--- src/rtl/psf_pkg.sv ---
`default_nettype none

package psf_pkg;

    localparam int POS_W  = 31;
    localparam int CFG_W  = 31;
    localparam int CFG_AW = 3;
    localparam int SQ_W   = 64;
    localparam int ROOT_W = 32;
    localparam int PROD_W = 63;
    localparam int FORCE_W = 32;

    typedef enum logic [1:0] {
        KIND_OTHER = 2'd0,
        KIND_SAME  = 2'd1,
        KIND_BOND  = 2'd2,
        KIND_NONE  = 2'd3
    } kind_t;

    typedef enum logic [CFG_AW-1:0] {
        CFG_BOX     = 3'd0,
        CFG_CONTACT = 3'd1,
        CFG_ADH     = 3'd2,
        CFG_KREP    = 3'd3,
        CFG_KADH    = 3'd4,
        CFG_KBOND   = 3'd5
    } cfg_idx_t;

    // sideband carried alongside the square root
    typedef struct packed {
        kind_t            kind;
        logic [POS_W-1:0] adx;
        logic [POS_W-1:0] ady;
        logic             neg_dx;
        logic             neg_dy;
        logic             zero;
    } sqrt_side_t;

    // sideband carried alongside the divider
    typedef struct packed {
        logic [CFG_W-1:0] k;
        logic             neg_x;
        logic             neg_y;
        logic             active;
        logic             zero;
    } div_side_t;

endpackage

`default_nettype wire

--- src/rtl/psf_wrap_sq.sv ---
`default_nettype none

module psf_wrap_sq (
    input  wire logic                     aclk,
    input  wire logic                     aresetn,
    input  wire logic                     en,
    input  wire logic                     in_valid,
    input  wire psf_pkg::kind_t           kind,
    input  wire logic [psf_pkg::POS_W-1:0] first_x,
    input  wire logic [psf_pkg::POS_W-1:0] first_y,
    input  wire logic [psf_pkg::POS_W-1:0] second_x,
    input  wire logic [psf_pkg::POS_W-1:0] second_y,
    input  wire logic [psf_pkg::CFG_W-1:0] box_length,
    output logic                          out_valid,
    output logic [psf_pkg::SQ_W-1:0]      sq,
    output psf_pkg::sqrt_side_t           side
);
    import psf_pkg::*;

    // wrap once to the minimum image; return {negative, magnitude}
    function automatic logic [POS_W:0] wrap_abs(input logic signed [31:0] d,
                                                input logic [CFG_W-1:0] len);
        logic [31:0]        mag;
        logic               over;
        logic signed [32:0] w;
        logic [32:0]        aw;
        mag  = d[31] ? 32'(-d) : 32'(d);
        over = {mag, 1'b0} > {2'b00, len};
        w    = {d[31], d};
        if (over) begin
            if (d[31]) begin
                w = w + $signed({2'b00, len});
            end else begin
                w = w - $signed({2'b00, len});
            end
        end
        aw = w[32] ? 33'(-w) : 33'(w);
        return {w[32], aw[POS_W-1:0]};
    endfunction

    logic              v1_reg, v2_reg, v3_reg, v4_reg;
    kind_t             k1_reg, k2_reg, k3_reg;
    logic signed [31:0] dx1_reg, dy1_reg;
    logic [POS_W:0]    wx2_reg, wy2_reg;
    logic [POS_W:0]    wx3_reg, wy3_reg;
    logic [2*POS_W-1:0] sqx3_reg, sqy3_reg;
    logic              z3_reg;
    logic [SQ_W-1:0]   sq4_reg;
    sqrt_side_t        side4_reg;

    always_ff @(posedge aclk) begin
        if (!aresetn) begin
            v1_reg <= 1'b0;
            v2_reg <= 1'b0;
            v3_reg <= 1'b0;
            v4_reg <= 1'b0;
        end else if (en) begin
            v1_reg <= in_valid;
            v2_reg <= v1_reg;
            v3_reg <= v2_reg;
            v4_reg <= v3_reg;
        end
    end

    always_ff @(posedge aclk) begin
        if (en) begin
            k1_reg   <= kind;
            dx1_reg  <= $signed({1'b0, first_x}) - $signed({1'b0, second_x});
            dy1_reg  <= $signed({1'b0, first_y}) - $signed({1'b0, second_y});
            k2_reg   <= k1_reg;
            wx2_reg  <= wrap_abs(dx1_reg, box_length);
            wy2_reg  <= wrap_abs(dy1_reg, box_length);
            k3_reg   <= k2_reg;
            wx3_reg  <= wx2_reg;
            wy3_reg  <= wy2_reg;
            sqx3_reg <= wx2_reg[POS_W-1:0] * wx2_reg[POS_W-1:0];
            sqy3_reg <= wy2_reg[POS_W-1:0] * wy2_reg[POS_W-1:0];
            z3_reg   <= (wx2_reg[POS_W-1:0] == '0) && (wy2_reg[POS_W-1:0] == '0);
            sq4_reg  <= SQ_W'(sqx3_reg) + SQ_W'(sqy3_reg);
            side4_reg.kind   <= k3_reg;
            side4_reg.adx    <= wx3_reg[POS_W-1:0];
            side4_reg.ady    <= wy3_reg[POS_W-1:0];
            side4_reg.neg_dx <= wx3_reg[POS_W];
            side4_reg.neg_dy <= wy3_reg[POS_W];
            side4_reg.zero   <= z3_reg;
        end
    end

    assign out_valid = v4_reg;
    assign sq        = sq4_reg;
    assign side      = side4_reg;

endmodule

`default_nettype wire

--- config.mk ---
export PLATFORM = sky130hd
export DESIGN_NAME = psf_wrap_sq
export DESIGN_NICKNAME = d
export VERILOG_FILES = /design/src/rtl/psf_pkg.sv /design/src/rtl/psf_wrap_sq.sv
export SDC_FILE = /design/constraint.sdc
export NUM_CORES = 2
export LEC_CHECK = 0
export BUFFER_PORTS_ARGS = -buffer_cell sky130_fd_sc_hd__buf_2
export CORE_MARGIN = 2
export CORE_UTILIZATION = 40
export CTS_BUF_LIST = sky130_fd_sc_hd__clkbuf_16
export DETAILED_ROUTE_END_ITERATION = 8
export PLACE_DENSITY_LB_ADDON = 0.3
export SLEW_MARGIN = 20
export SYNTH_ARGS = -nofsm -noshare
export SYNTH_HDL_FRONTEND = slang
export SYNTH_SLANG_ARGS = --single-unit
--- constraint.sdc ---
create_clock -name aclk -period 17.7 [get_ports aclk]
set_input_delay 3.54 -clock aclk [delete_from_list [all_inputs] [get_ports aclk]]
set_output_delay 3.54 -clock aclk [all_outputs]
set_load 0.1 [all_outputs]
# --- Word-level counts from Yosys, hierarchy flattened ---
# Cells that the tools add are included.
totals:
  register_bits: 458
  in_bits: 161
  output_inout_bits: 132
  elab_cells: 51
classes:
  add_sub_neg: 11
  multipliers: 2
  magnitude_cmp: 2
  mux: 10
  n_reduce_logical: 3
op_table:
  columns: ["cell", "n"]
  rows:
  - ["two-way mux 33 bit", 6]
  - ["multiplier 31 x 31 -> 62 bit", 2]
  - ["adder 32 x 32 -> 33 bit", 2]
  - ["> comparator 33 x 31 -> 1 bit", 2]
  - ["subtractor 32 x 32 -> 33 bit", 2]
  - ["two-way mux 32 bit", 2]
  - ["negator 32 bit", 2]
  - ["subtractor 31 x 31 -> 32 bit", 2]
  - ["adder 62 x 62 -> 63 bit", 1]
  - ["logical NOT 31 bit", 2]
  - ["two-way mux 31 bit", 2]
  - ["negator 31 bit", 2]
  - ["logical AND 1 bit", 1]

# --- Logic depth before layout (Yosys ltp) ---
depth:
  depth_word: 7
  depth_mapped: 32
  depth_no_buf: 30

# --- Worst setup path after synthesis ---
# Ideal clock, no wire load.
synth_path:
  path_kind: "input-to-reg"
  start: "input port box_length[10] (netlist name)"
  end: "register wy2_reg[29] (data pin)"
  setup_time_ns: 0.263
  arrival_ns: 8.043
  required_time_ns: 17.437
  setup_slack_ns: 9.394
  path_stages: 20
  path_buffers: 0
  cell_sequence: "or4_4 -> or4_4 -> nor4_4 -> and3_1 -> and3_1 -> nor2_1 -> xnor2_1 -> ha_1 -> a21o_1 -> a211o_1 -> or3_1 -> a211oi_2 -> o41a_2 -> o21ai_1 -> xor2_1 -> mux2i_2 -> nand3_1 -> or3_4 -> o21ai_1 -> xor2_1"
synth_via:
  elab_chain_cells: 6
  word_cells_on_any_way: 8
  cone_classes: "add/sub (3); order compare (1); mux (4)"
synth_lines:
  columns: ["element", "line", "source"]
  rows:
  - ["start: declaration", "psf_wrap_sq.sv:13", "input wire logic [psf_pkg::CFG_W-1:0] box_length,"]
  - ["subtractor 32 x 32 -> 33 bit or adder 32 x 32 -> 33 bit (tied branches)", "psf_wrap_sq.sv:34, psf_wrap_sq.sv:32", null]
  - ["two-way mux 33 bit", "psf_wrap_sq.sv:31", "if (d[31]) begin"]
  - ["two-way mux 33 bit (*)", "psf_wrap_sq.sv:30", "if (over) begin"]
  - ["two-way mux 33 bit (*)", "psf_wrap_sq.sv:66", "if (en) begin"]
  - ["negator 31 bit", "psf_wrap_sq.sv:37", "aw = w[32] ? 33'(-w) : 33'(w);"]
  - ["two-way mux 31 bit (*)", "psf_wrap_sq.sv:37", null]
  - ["end signal: assignment", "psf_wrap_sq.sv:72", "wy2_reg <= wrap_abs(dy1_reg, box_length);"]
  - ["end: declaration", "psf_wrap_sq.sv:44", "logic [POS_W:0] wx2_reg, wy2_reg;"]
# Every way passes the cells marked *; elsewhere a longest branch is shown, timed or not. The select of a mux whose other input is x is not followed.
# A chain may end at the register's enable or synchronous reset.

# --- Final worst setup path ---
layout_path:
  start: "register wy2_reg[18]"
  end: "register sqy3_reg[53] (data pin)"
layout_via:
  elab_chain_cells: 1
layout_lines:
  columns: ["element", "line", "source"]
  rows:
  - ["multiplier 31 x 31 -> 62 bit", "psf_wrap_sq.sv:77", "sqy3_reg <= wy2_reg[POS_W-1:0] * wy2_reg[POS_W-1:0];"]
  - ["end signal: assignment", "psf_wrap_sq.sv:77", null]
  - ["end: declaration", "psf_wrap_sq.sv:46", "logic [2*POS_W-1:0] sqx3_reg, sqy3_reg;"]
# Every way passes these cells.

==> flow_metrics.env <==
export IMPL_status="finished, final reports clean"
export IMPL_critPathMaxFanout=24
export IMPL_globalplace_congestion=0.921
export IMPL_gr_usage_all_layers_pct=22.7
export IMPL_antenna_found_initial=7
export IMPL_fp_dieH_um=461
export IMPL_async_flop_share_pct=0
export IMPL_end_kind="flop"
export IMPL_numPortBuffers=291
export IMPL_drtIter0Drc=3930
export IMPL_largest_reg_flops=67
export IMPL_cp_required_ns=18.23
export IMPL_grt_max_degree=163
export IMPL_syn2layout_area_growth_pct=7.75
export IMPL_ys_ff_latch=453
export IMPL_holdBufCountCts=0
export IMPL_numCtsBuffers=57
export IMPL_clockBufferDepth=3
export IMPL_start_kind="flop"
export IMPL_core_area_mm2=0.207
export IMPL_synth_flop_cell="edfxtp_1"
export IMPL_hold_class="reg -> reg"
export IMPL_relSlewSlack_pct=27.9
export IMPL_htree_levels=2
export IMPL_synth_edf_count=449
export IMPL_initial_core_util_pct=40.3
export IMPL_post_cts_buffers=0
export IMPL_ys_seq_area_share_pct=16.2
export IMPL_setup_viol=0
export IMPL_die_x_um=461
export IMPL_period_share_pct=52.9
export IMPL_yosys_warnings=0
export IMPL_cts_sinks=453
export IMPL_maxCapViolCount=0
export IMPL_wirelength_um=237000
export IMPL_clk_pin_slew_ns=0.07
export IMPL_drt_pass1_iterations=6
export IMPL_syn_nets=11049
export IMPL_synth_area_mm2=0.0835
export IMPL_final_nets=11206
export IMPL_finalSetupTns_ns=0
export IMPL_ys_types=103
export IMPL_io_pin_count=293
export IMPL_layout_drive_gt1_share_pct=6.33
export IMPL_fin_worst_skew_ns=0.0774
export IMPL_tightest_slew_ns=1.08
export IMPL_die_area_mm2=0.212
export IMPL_max_freq_mhz=107
export IMPL_cts_tree="done"
export IMPL_clk_latency_ns=0.71
export IMPL_grt_first_pass_wirelength_um=373000
export IMPL_wl_per_cell_um=20.5
export IMPL_num_vias=60159
export IMPL_finalHoldViolations=0
export IMPL_worstPathArrival_ns=9.89
export IMPL_row_count=167
export IMPL_drc_errors=0
export IMPL_hpwlAfterDp_um=189000
export IMPL_rsz0062_at_grt="no"
export IMPL_cts_resized=0
export IMPL_postSynthAreaPerCell_um2=9.71
export IMPL_slew_viol_final=0
export IMPL_min_period_ns=9.36
export IMPL_grt_overflow_total=0
export IMPL_syn_inst=8601
export IMPL_clockRootBuffer="clkbuf_16"
export IMPL_grt_pass1_vias=65654
export IMPL_ant_nets=0
export IMPL_path_class="reg -> reg"
export IMPL_via_per_inst=5.19
[logic make-up (layout without fill, tap and decap cells)]
logic type	after synthesis	count (layout)	share of synthesized area, %
flip-flops	453	453	16.2
AND/OR/NAND/NOR	1986	1986	11.7
XOR/XNOR	480	480	5.03
other	1	6	0.00449
buffers and inverters	2284	2489	10.4
multiplexers	54	54	0.661
AO/OA/AOI/OAI	1056	1056	8.26
adder cells (fa/ha/maj)	2287	2287	47.8
[routing by layer]
layer / routed length (µm) / track usage [%]
met1: 98700 / 29.8
met5: 22 / 0
met2: 113000 / 38.1
met4: 10800 / 8.85
met3: 15100 / 3.06
[area by class of cell]
type                       count  area (µm²)
fill                       20186      117000
multi-input combinational   5864       61300
sequential                   453       13600
inverter                    2013        7560
tap                         2788        3490
timing repair buffer         369        2080
clock buffer                  57        1430
clock inverter                50         573
antenna                        5        12.5
[stage by stage]
step	cell area, µm²	worst slack (ns)	hold WS (ns)	instances	utilization [%]
after floorplan	83500	9.39	0.400	8601	-
after global placement	88000	8.41	0.403	11487	42.4
after detailed placement	88000	8.25	0.405	11487	42.4
after CTS	90000	8.47	0.415	11594	43.4
after global routing	90000	7.95	0.423	11594	43.4
final	90000	8.34	0.414	11599	43.4
[cell usage after synthesis, drive strengths merged (52+ instances only)]
cell / number / area (µm²)
o21ai: 190 / 955
inv: 2009 / 7540
clkbuf: 234 / 878
ha: 787 / 9850
edfxtp: 449 / 13500
and2: 395 / 2470
a21o: 168 / 1260
xor2: 130 / 1140
nor3: 82 / 425
xnor2: 350 / 3070
nand2: 723 / 2710
nor2b: 52 / 325
nand3: 82 / 410
a21oi: 321 / 1630
fa: 1500 / 30000
nor2: 357 / 1340
[cell usage in the layout, fill, tap and decap left out, types with 13 or more instances in the layout]
| cell type | Yosys | final |
|---|---|---|
| inv_1 | 2006 | 2012 |
| fa_1 | 1500 | 1500 |
| ha_1 | 787 | 787 |
| nand2_1 | 723 | 723 |
| edfxtp_1 | 449 | 449 |
| and2_1 | 393 | 393 |
| nor2_1 | 357 | 357 |
| xnor2_1 | 350 | 350 |
| a21oi_1 | 315 | 315 |
| buf_2 | 14 | 290 |
| o21ai_0 | 170 | 170 |
| a21o_1 | 168 | 168 |
| xor2_1 | 130 | 130 |
| nand3_1 | 82 | 82 |
| nor3_1 | 79 | 79 |
| buf_4 | 9 | 76 |
| clkbuf_16 | 0 | 57 |
| nor2b_1 | 52 | 52 |
| mux2i_1 | 47 | 47 |
| nand4_1 | 46 | 46 |
| o31ai_1 | 45 | 45 |
| o21a_1 | 45 | 45 |
| or3_1 | 44 | 44 |
| nor4_1 | 42 | 42 |
| a31oi_1 | 40 | 40 |
| o21bai_1 | 40 | 40 |
| and3_1 | 39 | 39 |
| nand2b_1 | 39 | 39 |
| a211oi_1 | 25 | 25 |
| or2_2 | 24 | 24 |
| o211ai_1 | 19 | 19 |
| o21ai_1 | 19 | 19 |
| a31o_2 | 15 | 15 |
| clkinv_1 | 4 | 13 |
| a211o_1 | 13 | 13 |
[worst max-delay path, stage by stage, from the launching register on]
cell      delay [ns]
edfxtp_1        0.71
buf_4           0.46
and2_1          0.25
inv_1           0.06
fa_1            0.48
fa_1            0.55
inv_1           0.06
fa_1            0.48
fa_1            0.58
fa_1            0.44
fa_1            0.51
fa_1            0.42
fa_1            0.48
ha_1            0.38
a21o_1          0.19
a21o_1          0.17
a21oi_1         0.15
o21ai_1         0.07
a221o_1         0.32
a221oi_1        0.31
a21boi_1        0.51
o31ai_1         0.21
and3_1          0.23
o221ai_1        0.52
or4b_1          0.49
o211ai_1        0.10
[final timing paths]
| kind | from | to | slack, ns | cells past startpoint |
|---|---|---|---|---|
| worst min register to register | wx3_reg[27] | side[61] | 0.41 | 0 |
| worst min-delay path | wx3_reg[27] | side[61] | 0.41 | 0 |
| worst max-delay path | wy2_reg[18] | sqy3_reg[53] | 8.34 | 25 |
| worst max register to register | wy2_reg[18] | sqy3_reg[53] | 8.34 | 25 |
Power is not shown: default switching activity piles up to over one toggle a cycle in this logic, so the estimate is an artifact.
